### src/hdl/stbs_pkg.sv
// ----------------------------------------------------------------------------
// stbs_pkg
// Shared constants, request codes and types of the sorted-table search unit.
// ----------------------------------------------------------------------------
package stbs_pkg;

    localparam int TABLE_DEPTH_DEF = 1024;
    localparam int KEY_WIDTH_DEF   = 32;

    // Field widths of the stream beats
    localparam int IDX_W     = 10;
    localparam int VAL_W     = 32;
    localparam int CNT_W     = 4;
    localparam int POS_W     = 10;
    localparam int CFG_W     = 10;
    localparam int ADDR_EXT_W = 17;

    // Input tdata layout, lowest bit up: entry_index, entry_value, search_key
    localparam int IDX_LSB    = 0;
    localparam int VALUE_LSB  = IDX_LSB + IDX_W;
    localparam int KEY_LSB    = VALUE_LSB + VAL_W;
    localparam int S_USED_W   = KEY_LSB + VAL_W;
    localparam int S_TDATA_W  = ((S_USED_W + 7) / 8) * 8;

    // Output tdata layout, lowest bit up: probe_count, found, position
    localparam int M_USED_W   = CNT_W + 1 + POS_W;
    localparam int M_TDATA_W  = ((M_USED_W + 7) / 8) * 8;
    localparam int M_PAD_W    = M_TDATA_W - M_USED_W;

    localparam logic [CFG_W-1:0] HIGHEST_INDEX_RST = 10'd1023;

    // Request kinds carried in s_tuser
    localparam logic REQ_WRITE  = 1'b0;
    localparam logic REQ_SEARCH = 1'b1;

    typedef struct packed {
        logic hit;
        logic exhausted;
    } stbs_probe_status_t;

endpackage

### src/hdl/stbs_probe_unit.sv
// ----------------------------------------------------------------------------
// stbs_probe_unit
// Shared compare unit: checks one probed entry against the key and narrows
// the search window, producing the next midpoint.
// ----------------------------------------------------------------------------
module stbs_probe_unit #(
    parameter int KEY_WIDTH = 32,
    parameter int BW        = 12
) (
    input  logic signed [KEY_WIDTH-1:0] key,
    input  logic signed [KEY_WIDTH-1:0] entry,
    input  logic signed [BW-1:0]        low,
    input  logic signed [BW-1:0]        high,
    input  logic signed [BW-1:0]        mid,
    output logic signed [BW-1:0]        low_next,
    output logic signed [BW-1:0]        high_next,
    output logic signed [BW-1:0]        mid_next,
    output stbs_pkg::stbs_probe_status_t status
);
    import stbs_pkg::*;

    localparam logic signed [BW-1:0] ONE = BW'(1);

    logic                 hit;
    logic                 less;
    logic signed [BW-1:0] sum;

    always_comb
    begin
        hit  = (entry == key);
        less = (entry < key);
        // entry below key: search upper half, else lower half
        low_next  = less ? (mid + ONE) : low;
        high_next = less ? high : (mid - ONE);
        sum       = low_next + high_next;
        mid_next  = sum >>> 1;
        status.hit       = hit;
        status.exhausted = !hit && (low_next > high_next);
    end

endmodule

### config.mk
export PLATFORM = sky130hd
export DESIGN_NAME = stbs_probe_unit
export DESIGN_NICKNAME = d
export VERILOG_FILES = /design/src/hdl/stbs_pkg.sv /design/src/hdl/stbs_probe_unit.sv
export SDC_FILE = /design/constraint.sdc
export NUM_CORES = 1
export LEC_CHECK = 0
export ABC_AREA = 1
export BUFFER_PORTS_ARGS = -buffer_cell sky130_fd_sc_hd__buf_2
export CAP_MARGIN = 20
export CORE_ASPECT_RATIO = 1.5
export CORE_MARGIN = 2
export CORE_UTILIZATION = 50
export DETAILED_ROUTE_END_ITERATION = 12
export PLACE_DENSITY = 0.84
export SYNTH_ARGS = -nofsm -noshare
export SYNTH_HDL_FRONTEND = slang
export SYNTH_SLANG_ARGS = --single-unit
### constraint.sdc
create_clock -name vclk -period 9.6
set_clock_uncertainty 0.05 [all_clocks]
set_input_delay 1.92 -clock vclk [all_inputs]
set_output_delay 1.92 -clock vclk [all_outputs]
set_load 0.02 [all_outputs]
==> impl_metrics.ini, run 1 <==
[pwr]
power.density_nw_per_um2 = 114
switchingPower_mw = 0.249
p_clk_share_pct = 0
power.leakage_nw = 2.28
finalPower_mw = 0.379
ir_drop_v = 0.0000813
seqPwrFrac_pct = 0
swShare_pct = 65.6
pwr-share-comb_pct = 100.0
power.internal_mw = 0.130

[global_routing]
grt_util_met3_pct = 2.41
grt_busiest_layer = met2
grt_pass1_vias = 3028
grt_max_degree = 35
grt.total_usage_pct = 23.6
grt_first_pass_wirelength_mm = 12.0
met2_usage_pct = 47.5
use_met1_pct = 25.4
grt_antenna_before_repair = 0
gr-total-overflow = 0

[drt]
firstDrtPassIters = 4
viasPerCell = 4.79
avgRoutedWirePerCell_um = 10.6
drtAntennaViolNets = 0
routed_wl_mm = 7.01
drc_errors = 0
dr.first_iter.drc_count = 94
vias = 3166

[timing]
slew_viol_final = 0
period_needed_ns = 7.27
fmax_ghz = 0.138
timing.slew.headroom_pct = 76.0
setup-tns-final_ns = 0
hold_viol = 0
rsz0062_at_grt = no
worstMarginPinSlew_ns = 0.356
setup_violations = 0
timing.final.crit_share_pct = 75.7
hold_ws_ns = 4.13

[final_layout]
seq_cell_count = 0
clockBufferCount = 0
num_antenna_cells = 0
finalInstanceArea_um2 = 3320
drive_gt1_share_pct = 25.1
nNetsFinal = 753
register_area_um2 = 0
syn2layout_area_growth_pct = 25.7
final_util_pct = 64.9

[die]
die_h_um = 93.1
core_um2 = 5120
dieWidth_um = 63.4
ios = 138
start_util_pct = 51.6
dieArea_um2 = 5900
rows = 32

[clock_tree]
cts_resized = 0
postCtsHoldBufs = 0
cts_setup_buffers = 0

[outcome]
status = complete, no violations

[worst_setup_path]
critPathCaptureType = output pin
crit_path_max_incr_delay_ns = 0.34
crit_required_ns = 7.63
arrival_ns = 5.30
critPathMostFrequentCell = nand2_1
cp-start-kind = primary input
path_cells = buf_2 > inv_1 > ha_1 > a21oi_1 > o21a_1 > nand2_1 > a21oi_1 > nand2_2 > nand2_1 > nand2_4 > nand2_1 > nand2_1 > ha_1 > inv_1 > ha_1 > or2_2 > a31oi_1 > o21ai_0 > nand3_1 > nand2_1 > xor2_1 > buf_2
worstPathMaxFanout = 34
worst-setup-path-type = in -> out
crit_slowest_cell = ha_1

[yosys]
synth_top_area_share_pct = 27.4
synth_area_leaders = ha_1, nand2_1, inv_1, xor2_1, a21oi_1
synth_area_um2 = 2650
avgSynthCellArea_um2 = 5.68
yosys.area.top_type = ha_1
yosysSeqAreaShare_pct = 0
yosysWarnings = 0
synth_cell_types = 32
synthesis.nets = 624
synth_cells = 466

[min_path]
hp-class = in -> out

[placement]
port_buffers = 138
place_hpwl_mm = 6.35
gp_congestion = 0.869
place_area_um2 = 3320

[flow_run]
maxCapViolations = 0
synth_stat cells (2+ instances only):
master / instances
nand2_2: 4
o21ai_0: 8
nor3_1: 4
nor4_1: 2
nand4_1: 5
o21a_1: 2
nor2_1: 25
o31ai_1: 2
inv_1: 93
nand2_1: 164
ha_1: 58
buf_6: 6
xor2_1: 27
a31oi_1: 2
buf_4: 2
a21oi_1: 27
nand3_1: 18
nand2_4: 2
a21o_1: 2
placed cells by master, fill, tap and decap left out, types with 4 or more instances in the layout:
| cell | instances |
|---|---|
| o21ai_0 | 8 |
| nand2_2 | 4 |
| nand3_1 | 18 |
| nand2_1 | 164 |
| nor2_1 | 25 |
| nand4_1 | 5 |
| nor3_1 | 4 |
| ha_1 | 58 |
| inv_1 | 93 |
| buf_2 | 138 |
| xor2_1 | 27 |
| a21oi_1 | 27 |
final cells by class:
cell class	instances	area, um^2
fillers	510	1800
inverters	93	349
multi-input cells	362	2200
well taps	68	85.1
repair buffers	138	691
critical path: cells and delay by family:
kind            cells  cell delay, ns
simple gates        9            1.18
compound gates      5            0.89
fa+ha+maj           3            0.82
buf+inv             4            0.35
xor+xnor            1            0.14
layer usage:
metal  wire length (um)  vias up  part of all wire (%)
met3                403       20                   5.7
met5                  0        -                     0
li1                   -     1706                     -
met2               3640      109                    52
met4                189        0                   2.7
met1               2780     1331                    40
power groups by stage:
stage	clock, mW	sequential (mW)	combinational, mW
final	0	0	0.379
after global routing	0	0	0.421
after CTS	0	0	0.380
after detailed placement	0	0	0.378
after global placement	0	0	0.372
after floorplan	0	0	0.273
through the flow:
| step | worst slack, ns | instances |
|---|---|---|
| after global placement | 2.42 | 661 |
| after floorplan | 2.54 | 466 |
| after CTS | 2.30 | 661 |
| final | 2.33 | 661 |
| after global routing | 1.92 | 661 |
| after detailed placement | 2.31 | 661 |
logic make-up (layout without fill, tap and decap cells):
family / after synthesis / count (layout) / share of synthesized area (%)
buffers and inverters: 104 / 231 / 16.8
adders and majority gates: 58 / 58 / 27.4
and+or+nand+nor: 229 / 229 / 36.4
xor gates and xnor gates: 28 / 28 / 9.27
AOI/OAI and AO/OA: 47 / 47 / 10.1
worst paths after layout:
kind | from | end | slack, ns | depth (start not counted)
setup / recovery | key[31] | mid_next[7] | 2.33 | 22
hold / removal | high[11] | high_next[11] | 4.13 | 4
(Power assumes the default switching activity.)
==> inputs of run 2 (changes only) <==
CORE_UTILIZATION = 49   (was 50)
PLACE_DENSITY = 0.83   (was 0.84)
clock period = 6.8 ns   (was 9.6 ns; I/O delays follow)
==> run 2 against run 1 <==
  * Sequential share of layout area unchanged
  * Wire length is 1.3% higher
  * Final cell count is the same
  * Worst hold slack lost 1.1 ns
  * Flip-flop and latch count unchanged
  * First-iteration DRC count fell by 50%
  * Global-route usage down 0.60 points
  * Via count shrank 1.0%
  * Critical path type unchanged
  * Highest routed layer unchanged
==> impl_metrics.ini, run 2 (synthesis results as in run 1) <==
[worst_setup_path]
crit_start = key[23]
crit_required_ns = 5.39
cp-start-kind = primary input
critPathCaptureType = output pin
arrival_ns = 4.78
worstPathMaxFanout = 34
worst-setup-path-type = in -> out

[final_layout]
drive_gt1_share_pct = 25.1
register_area_um2 = 0
seq_cell_count = 0
syn2layout_area_growth_pct = 25.7
mostFrequentLayoutCell = nand2_1
num_antenna_cells = 0
nNetsFinal = 753
layout_common_cells = nand2_1, buf_2, inv_1
clockBufferCount = 0

[timing]
hold_viol = 0
setup_violations = 0
worstMarginPinSlew_ns = 0.372
slew_viol_final = 0
timing.slew.headroom_pct = 75.0
period_needed_ns = 6.19
timing.final.crit_share_pct = 91.1
setup-tns-final_ns = 0
fmax_ghz = 0.161
rsz0062_at_grt = no

[clock_tree]
postCtsHoldBufs = 0
cts_resized = 0
cts_setup_buffers = 0

[drt]
firstDrtPassIters = 4
dr.first_iter.drc_count = 47
drc_errors = 0
drtAntennaViolNets = 0
routed_wl_mm = 7.11
viasPerCell = 4.74
avgRoutedWirePerCell_um = 10.8
vias = 3134

[flow_run]
maxCapViolations = 0

[pwr]
power.internal_mw = 0.185
ir_drop_v = 0.0000662
p_clk_share_pct = 0
finalPower_mw = 0.534
power.leakage_nw = 2.28
swShare_pct = 65.5
seqPwrFrac_pct = 0
pwr-share-comb_pct = 100.0
power.density_nw_per_um2 = 161
switchingPower_mw = 0.350

[placement]
port_buffers = 138
place_hpwl_mm = 6.42
gp_congestion = 0.921

[global_routing]
grt_pass1_vias = 2914
grt_first_pass_wirelength_mm = 11.6
grt_antenna_before_repair = 0
grt.total_usage_pct = 23.0
gr-total-overflow = 0
grt_max_degree = 35

[die]
dieWidth_um = 64.0
start_util_pct = 51.2
die_h_um = 94.0
dieArea_um2 = 6010
core_um2 = 5160
ios = 138
rows = 32

[min_path]
hold_path_depth = 4
hold_end = high_next[11]
hp-class = in -> out
worstHoldStart = high[11]

[outcome]
status = complete, no violations
-- run 2: area by class of cell --
type	count	area [um^2]
multi-input combinational	362	2200
fill	514	1840
timing repair buffer	138	691
inverter	93	349
tap	68	85.1
-- run 2: how the worst max path moves through the flow --
stage                        to  slack (ns)  depth (start not counted)
detailed placement  mid_next[7]        0.64                         22
global route        mid_next[7]        0.20                         23
floorplan           mid_next[7]        0.86                         21
global placement    mid_next[7]        0.74                         22
CTS                 mid_next[7]        0.62                         22
finish              mid_next[7]        0.61                         22
-- run 2: critical path, cell delays in order --
cell and delay, ns:
buf_2 0.08, inv_1 0.03, ha_1 0.30, nand2_1 0.16, o21a_1 0.16, nand2_1 0.06, a21oi_1 0.26, nand2_2 0.09
nand2_1 0.12, nand2_4 0.20, nand2_1 0.12, nand2_1 0.10, ha_1 0.31, inv_1 0.06, ha_1 0.18, or2_2 0.30
a31oi_1 0.22, o21ai_0 0.17, nand3_1 0.11, nand2_1 0.06, xor2_1 0.14, buf_2 0.18
-- run 2: power groups by stage --
| stage | logic (mW) | clock network [mW] | registers [mW] |
|---|---|---|---|
| after floorplan | 0.386 | 0 | 0 |
| after global placement | 0.530 | 0 | 0 |
| after detailed placement | 0.535 | 0 | 0 |
| after CTS | 0.537 | 0 | 0 |
| after global routing | 0.595 | 0 | 0 |
| final | 0.534 | 0 | 0 |
-- run 2: metrics by stage --
stage	utilization, %	area (um^2)	setup WS [ns]	cells	hold slack, ns
after detailed placement	64.4	3320	0.640	661	3.01
after global placement	64.4	3320	0.745	661	3.01
after CTS	64.4	3320	0.620	661	3.01
final	64.4	3320	0.605	661	3.02
after floorplan	-	2650	0.861	466	2.84
after global routing	64.4	3320	0.199	661	3.04
-- run 2: routing by layer --
metal | vias to the layer above | track usage (%) | share of wire [%]
met5 | - | 0 | 0
met4 | 0 | 1.99 | 0.72
met3 | 6 | 1.08 | 4.9
met2 | 85 | 48.6 | 54
met1 | 1332 | 25.0 | 41
li1 | 1711 | - | -
